[config.mk]
export PLATFORM = sky130hd
export DESIGN_NAME = priority_queue_remove_max
export DESIGN_NICKNAME = d
export VERILOG_FILES = /design/src/rtl/core/pqrm_pkg.sv /design/src/rtl/core/pqrm_cell.sv /design/src/rtl/core/priority_queue_remove_max.sv
export SDC_FILE = /design/constraint.sdc
export NUM_CORES = 1
export LEC_CHECK = 0
export BUFFER_PORTS_ARGS = -buffer_cell sky130_fd_sc_hd__buf_2
export CORE_MARGIN = 4
export CORE_UTILIZATION = 42
export DETAILED_ROUTE_END_ITERATION = 7
export PLACE_DENSITY_LB_ADDON = 0.1
export SYNTH_ARGS = -nofsm -noshare
export SYNTH_HDL_FRONTEND = slang
export SYNTH_SLANG_ARGS = --single-unit
[constraint.sdc]
create_clock -name clk_i -period 3.77 [get_ports clk_i]
set_clock_uncertainty 0.1 [all_clocks]
set_input_delay 0.377 -clock clk_i [delete_from_list [all_inputs] [get_ports clk_i]]
set_output_delay 0.377 -clock clk_i [all_outputs]
set_load 0.01 [all_outputs]
[src/rtl/core/pqrm_pkg.sv]
package pqrm_pkg;

  // Operation codes carried by a request.
  localparam logic OP_ENQ = 1'b0;
  localparam logic OP_DEQ = 1'b1;

  // Status codes returned with every result.
  localparam logic [1:0] ST_DONE  = 2'd0;
  localparam logic [1:0] ST_FULL  = 2'd1;
  localparam logic [1:0] ST_EMPTY = 2'd2;

  localparam int unsigned ItemW = 16;
  localparam int unsigned PrioW = 8;
  localparam int unsigned OccW  = 4;

  // One stored pair.
  typedef struct packed {
    logic [ItemW-1:0] item;
    logic [PrioW-1:0] prio;
  } pqrm_entry_t;

  // Per-cycle command broadcast to every cell.
  typedef struct packed {
    logic enq;
    logic deq;
  } pqrm_ctrl_t;

endpackage

[src/rtl/core/pqrm_cell.sv]
module pqrm_cell
  import pqrm_pkg::*;
(
  input  logic        clk_i,
  input  pqrm_ctrl_t  ctrl_i,
  input  pqrm_entry_t new_i,
  input  logic        occupied_i,
  input  pqrm_entry_t left_i,
  input  logic        left_before_i,
  input  pqrm_entry_t right_i,
  output pqrm_entry_t entry_o,
  output logic        before_o
);

  pqrm_entry_t entry_q, entry_d;

  // The new pair belongs in front of this cell when the cell is free or holds a
  // strictly lower priority; equal priorities keep the older entry ahead.
  assign before_o = !occupied_i || (new_i.prio > entry_q.prio);

  // Insert shifts the tail right by one; removal shifts everything left.
  always_comb begin
    entry_d = entry_q;
    if (ctrl_i.enq) begin
      if (left_before_i) begin
        entry_d = left_i;
      end else if (before_o) begin
        entry_d = new_i;
      end
    end else if (ctrl_i.deq) begin
      entry_d = right_i;
    end
  end

  always_ff @(posedge clk_i) begin
    entry_q <= entry_d;
  end

  assign entry_o = entry_q;

endmodule

[src/rtl/core/priority_queue_remove_max.sv]
// Bounded priority queue of item and priority pairs, held as a sorted chain of
// cells with the highest priority (oldest first among equals) at the head.
//
// Request channel: in_valid_i / in_stall_o with op_i, item_in_i and
// priority_in_i. An enqueue stores the pair unless DEPTH pairs are held; a
// dequeue removes the head pair. Result channel: out_valid_o / out_stall_i
// with status_o, item_out_o, priority_out_o and occupancy_o, one result per
// request.
//
// Each cell compares its own priority with the incoming one and loads from
// itself, its neighbour or the request, so the result is registered and
// valid in the cycle after acceptance, and a new request can be taken in
// every cycle while the result register drains.
// When the receiver stalls with a result pending, in_stall_o is raised and
// the pending result holds until it is taken.
//
// Reset empties the queue and clears the pending result; the cell contents
// are left as they are, since only occupied cells are ever read.
module priority_queue_remove_max
  import pqrm_pkg::*;
#(
  parameter int unsigned DEPTH = 8
) (
  input  logic              clk_i,
  input  logic              rst_ni,
  input  logic              in_valid_i,
  output logic              in_stall_o,
  input  logic              op_i,
  input  logic [ItemW-1:0]  item_in_i,
  input  logic [PrioW-1:0]  priority_in_i,
  output logic              out_valid_o,
  input  logic              out_stall_i,
  output logic [1:0]        status_o,
  output logic [ItemW-1:0]  item_out_o,
  output logic [PrioW-1:0]  priority_out_o,
  output logic [OccW-1:0]   occupancy_o
);

  localparam int unsigned CntW = $clog2(DEPTH + 1);

  logic            accept;
  logic            full;
  logic            empty;
  logic [CntW-1:0] count_q, count_d;
  pqrm_ctrl_t      ctrl;
  pqrm_entry_t     new_entry;
  pqrm_entry_t     cell_entry [DEPTH];
  logic            cell_before [DEPTH];

  logic             out_valid_q;
  logic [1:0]       status_q, status_d;
  logic [ItemW-1:0] item_q, item_d;
  logic [PrioW-1:0] prio_q, prio_d;
  logic [OccW-1:0]  occ_q;

  // A request is taken whenever the result register is free or being emptied.
  assign in_stall_o = out_valid_q && out_stall_i;
  assign accept     = in_valid_i && !in_stall_o;
  assign full       = (count_q == CntW'(DEPTH));
  assign empty      = (count_q == '0);

  assign ctrl.enq       = accept && (op_i == OP_ENQ) && !full;
  assign ctrl.deq       = accept && (op_i == OP_DEQ) && !empty;
  assign new_entry.item = item_in_i;
  assign new_entry.prio = priority_in_i;

  // Chain of storage cells, head at index zero.
  for (genvar k = 0; k < DEPTH; k++) begin : g_cell
    pqrm_entry_t left_entry;
    pqrm_entry_t right_entry;
    logic        left_before;

    if (k == 0) begin : g_head
      assign left_entry  = new_entry;
      assign left_before = 1'b0;
    end else begin : g_body
      assign left_entry  = cell_entry[k-1];
      assign left_before = cell_before[k-1];
    end

    if (k == DEPTH - 1) begin : g_tail
      assign right_entry = cell_entry[k];
    end else begin : g_inner
      assign right_entry = cell_entry[k+1];
    end

    pqrm_cell u_cell (
      .clk_i         (clk_i),
      .ctrl_i        (ctrl),
      .new_i         (new_entry),
      .occupied_i    (count_q > CntW'(k)),
      .left_i        (left_entry),
      .left_before_i (left_before),
      .right_i       (right_entry),
      .entry_o       (cell_entry[k]),
      .before_o      (cell_before[k])
    );
  end

  // Fill count and the fields of the result.
  always_comb begin
    count_d  = count_q;
    status_d = ST_DONE;
    item_d   = '0;
    prio_d   = '0;
    if (ctrl.enq) begin
      count_d = count_q + CntW'(1);
    end else if (ctrl.deq) begin
      count_d = count_q - CntW'(1);
      item_d  = cell_entry[0].item;
      prio_d  = cell_entry[0].prio;
    end
    if (op_i == OP_ENQ && full) begin
      status_d = ST_FULL;
    end else if (op_i == OP_DEQ && empty) begin
      status_d = ST_EMPTY;
    end
  end

  always_ff @(posedge clk_i or negedge rst_ni) begin
    if (!rst_ni) begin
      count_q     <= '0;
      out_valid_q <= 1'b0;
    end else begin
      if (accept) begin
        count_q     <= count_d;
        out_valid_q <= 1'b1;
      end else if (!out_stall_i) begin
        out_valid_q <= 1'b0;
      end
    end
  end

  // Result payload, loaded only when a request is accepted.
  always_ff @(posedge clk_i) begin
    if (accept) begin
      status_q <= status_d;
      item_q   <= item_d;
      prio_q   <= prio_d;
      occ_q    <= OccW'(count_d);
    end
  end

  assign out_valid_o    = out_valid_q;
  assign status_o       = status_q;
  assign item_out_o     = item_q;
  assign priority_out_o = prio_q;
  assign occupancy_o    = occ_q;

`ifndef SYNTH
  // The fill count never passes the capacity.
  assert property (@(posedge clk_i) disable iff (!rst_ni)
    count_q <= CntW'(DEPTH))
    else $error("fill count above capacity");

  // An enqueue with space completes and leaves the queue holding a pair.
  assert property (@(posedge clk_i) disable iff (!rst_ni)
    accept && op_i == OP_ENQ && !full |=> status_q == ST_DONE && count_q != '0)
    else $error("enqueue with space did not complete");

  // An empty report leaves the queue empty.
  assert property (@(posedge clk_i) disable iff (!rst_ni)
    accept && op_i == OP_DEQ && empty |=> count_q == '0 && status_q == ST_EMPTY)
    else $error("dequeue on empty queue changed state");

  // After a removal the new head never outranks the pair just removed.
  assert property (@(posedge clk_i) disable iff (!rst_ni)
    ctrl.deq && count_q > CntW'(1) |=> cell_entry[0].prio <= prio_q)
    else $error("queue head out of order after removal");
`endif

endmodule

==> impl_metrics.toml <==
[outcome]
status = "complete, no violations"

[worst_setup_path]
worst-path-max-fanout = 24
critPathCaptureType = "register"
critPathMaxStageDelay_ns = 0.62
arrival_ns = 3.14
critPathRequiredTime_ns = 3.84
path_cells = "inv_1 -> ha_1 -> nand2_1 -> and3_1 -> nor2_2 -> a21oi_2 -> buf_4"
crit_path_start_kind = "register"
path_class = "register to register"
cpMaxStageDelayCell = "and3_1"

[pwr]
power.internal_mw = 5.946
fin_total_pwr_mw = 8.943
combPwrFrac_pct = 33.1
p_leak_nw = 5.722
p_clk_share_pct = 26.5
swShare_pct = 33.52
pwr-share-seq_pct = 40.4
p_sw_mw = 2.998
peakVddDrop_v = 0.0003342
power_density_nw_per_um2 = 631.6

[timing]
tns_ns = 0
hold_viol_final = 0
period_share_pct = 81.34
rsz0062_at_grt = "no"
holdWs_ns = 0.08789
final-setup-viol-count = 0
setup_slack_ns = 0.7036
period_needed_ns = 3.066
tightest_slew_ns = 0.6639
relSlewSlack_pct = 55.74
fmax_mhz = 326.1
drv_slew = 0

[placement]
place_inst = 1528
io_buffer_count = 60
place_congestion = 0.8130
dp_hpwl_um = 21290
place_ws_ns = 0.5855
placed_area_um2 = 13340

[route]
wl_per_cell_um = 19.66
vias_per_cell = 5.388
dr.pass1.iters = 5
wl_um = 31040
drt_iter0_drc = 675
drc = 0
via_count = 8508
ant_nets = 0

[yosys]
synth.net_count = 1211
synth_top_cell_area_share_pct = 53.34
ys_ff_latch = 227
synth_area_leaders = "edfxtp_1, mux2i_1, ha_1"
ys_warn_count = 0
synth_cell_types = 46
netlist_instances = 1114
syn_avg_cell_area_um2 = 11.22
synth_area_um2 = 12500
synth_top_cell_by_area = "edfxtp_1"
ys_seq_area_share_pct = 54.34

[layout]
area_growth_pct = 13.29
fin_nets = 1273
nFillCells = 2693
multi_input_area_um2 = 5231
seq_area_um2 = 6792
drive_gt1_share_pct = 14.56
antenna_cells = 0
finalCoreUtilization_pct = 48.81
final_area_um2 = 14160
final_cells = 1579
final_common_cell = "edfxtp_1"
final_cell_mix = "edfxtp_1, mux2i_1, nand2_1, a21oi_1, nor2_1"

[floorplan]
rows = 62
die_h_um = 180.5
initial_core_util_pct = 43.08
die_area_um2 = 32580
core_area_um2 = 29010
dieWidth_um = 180.5
io_pins = 61

[grt]
antenna_found_initial = 0
grtUsageTotal_pct = 18.82
grt_pass1_vias = 8446
grt_max_degree = 101
globalRouteOverflowTotal = 0
grt_pass1_wl_um = 49220

[cts]
postCtsResizedCells = 0
clk_latency_ns = 0.53
tritoncts = "yes"
clkTransAtPathRegs_ns = 0.06
cts.path.max_buffers = 3
htreeDepth = 1
cts_inserted_buffers = 27
cts_root_buf = "clkbuf_16"
clock-sinks = 227

[worst_hold_path]
min_path_type = "input port to register"

[job]
cap_viol_max_count = 0
[cell families (layout without fill, tap and decap cells)]
family	Yosys count	in the layout	share of synthesized area, %
compound gates	220	220	9.521
xor+xnor	4	4	0.2803
fa+ha+maj	68	68	6.808
buf+inv	124	205	4.675
flops	227	227	54.34
mux	168	168	13.70
simple gates	303	303	10.68
[cell type report]
class                           count  area share [%]
Inverter                           62           1.644
Tap cell                          384           3.393
Clock buffer                       30           4.851
Timing Repair Buffer               95           4.471
Clock inverter                     18          0.7334
Multi-Input combinational cell    763           36.94
Sequential cell                   227           47.96
[repair_timing]
item                      in CTS  in global routing
setup buffers                  0                  0
hold buffers                   3                  0
hold endpoints to repair       6                  0
[power groups by stage]
stage / clock [mW] / combinational [mW] / sequential (mW)
after global placement: 0 / 2.95 / 3.66
after global routing: 2.55 / 3.24 / 3.66
final: 2.37 / 2.96 / 3.61
after floorplan: 0 / 2.20 / 3.57
after CTS: 2.44 / 2.99 / 3.61
after detailed placement: 0 / 2.98 / 3.66
[worst max-delay path: cells and delay by family (launching register included)]
family	cells	cell delay, ns
flops	1	0.47
buf+inv	2	0.52
compound gates	1	0.18
fa+ha+maj	1	0.29
simple gates	3	1.12
[synthesized netlist by cell type (all sizes together)]
| master | number |
|---|---|
| nand2b | 2 |
| and4 | 3 |
| o21a | 1 |
| o31ai | 3 |
| a221o | 2 |
| nand3b | 1 |
| a31oi | 4 |
| and3 | 3 |
| ha | 68 |
| nor2 | 96 |
| xnor2 | 4 |
| a21oi | 94 |
| and4bb | 1 |
| or2 | 1 |
| nor3 | 6 |
| o211ai | 7 |
| o21ai | 98 |
| mux2i | 144 |
| mux2 | 24 |
| buf | 29 |
| a21o | 3 |
| and2 | 21 |
| nand3 | 6 |
| nand4 | 12 |
| o22ai | 2 |
| nor4bb | 2 |
| dfrtp | 5 |
| edfxtp | 222 |
| nand2 | 141 |
| nor2b | 8 |
| inv | 62 |
| a211oi | 6 |
| clkbuf | 33 |
[flip-flops by register name, indices dropped and copies added, names as in the netlist]
register / cells
g_cell.u_cell.entry_o: 192
item_out_o: 16
priority_out_o: 8
count_q: 4
occupancy_o: 4
status_o: 2
out_valid_o: 1
[routing by layer]
layer	up-vias	GRT usage [%]	wire, um
met1	4153	28.48	15380
met3	29	2.685	1348
li1	4157	-	-
met5	-	0	0
met4	0	3.116	342
met2	169	29.39	13960
[worst paths after layout]
kind                                                   startpoint                                endpoint  slack (ns)  cells after the start
max in group asynchronous                                  rst_ni                  count_q[3]$_DFFE_PN0P_        3.32                      2
min in group asynchronous                                  rst_ni                  count_q[2]$_DFFE_PN0P_        0.10                      2
min reg2reg                g_cell[7].u_cell.entry_o[18]$_DFFE_PP_  g_cell[6].u_cell.entry_o[18]$_DFFE_PP_        0.42                      2
min                                                          op_i                  count_q[2]$_DFFE_PN0P_        0.09                      2
max                                        count_q[0]$_DFFE_PN0P_  g_cell[3].u_cell.entry_o[19]$_DFFE_PP_        0.70                      7
max reg2reg                                count_q[0]$_DFFE_PN0P_  g_cell[3].u_cell.entry_o[19]$_DFFE_PP_        0.70                      7
(Power assumes the default switching activity.)
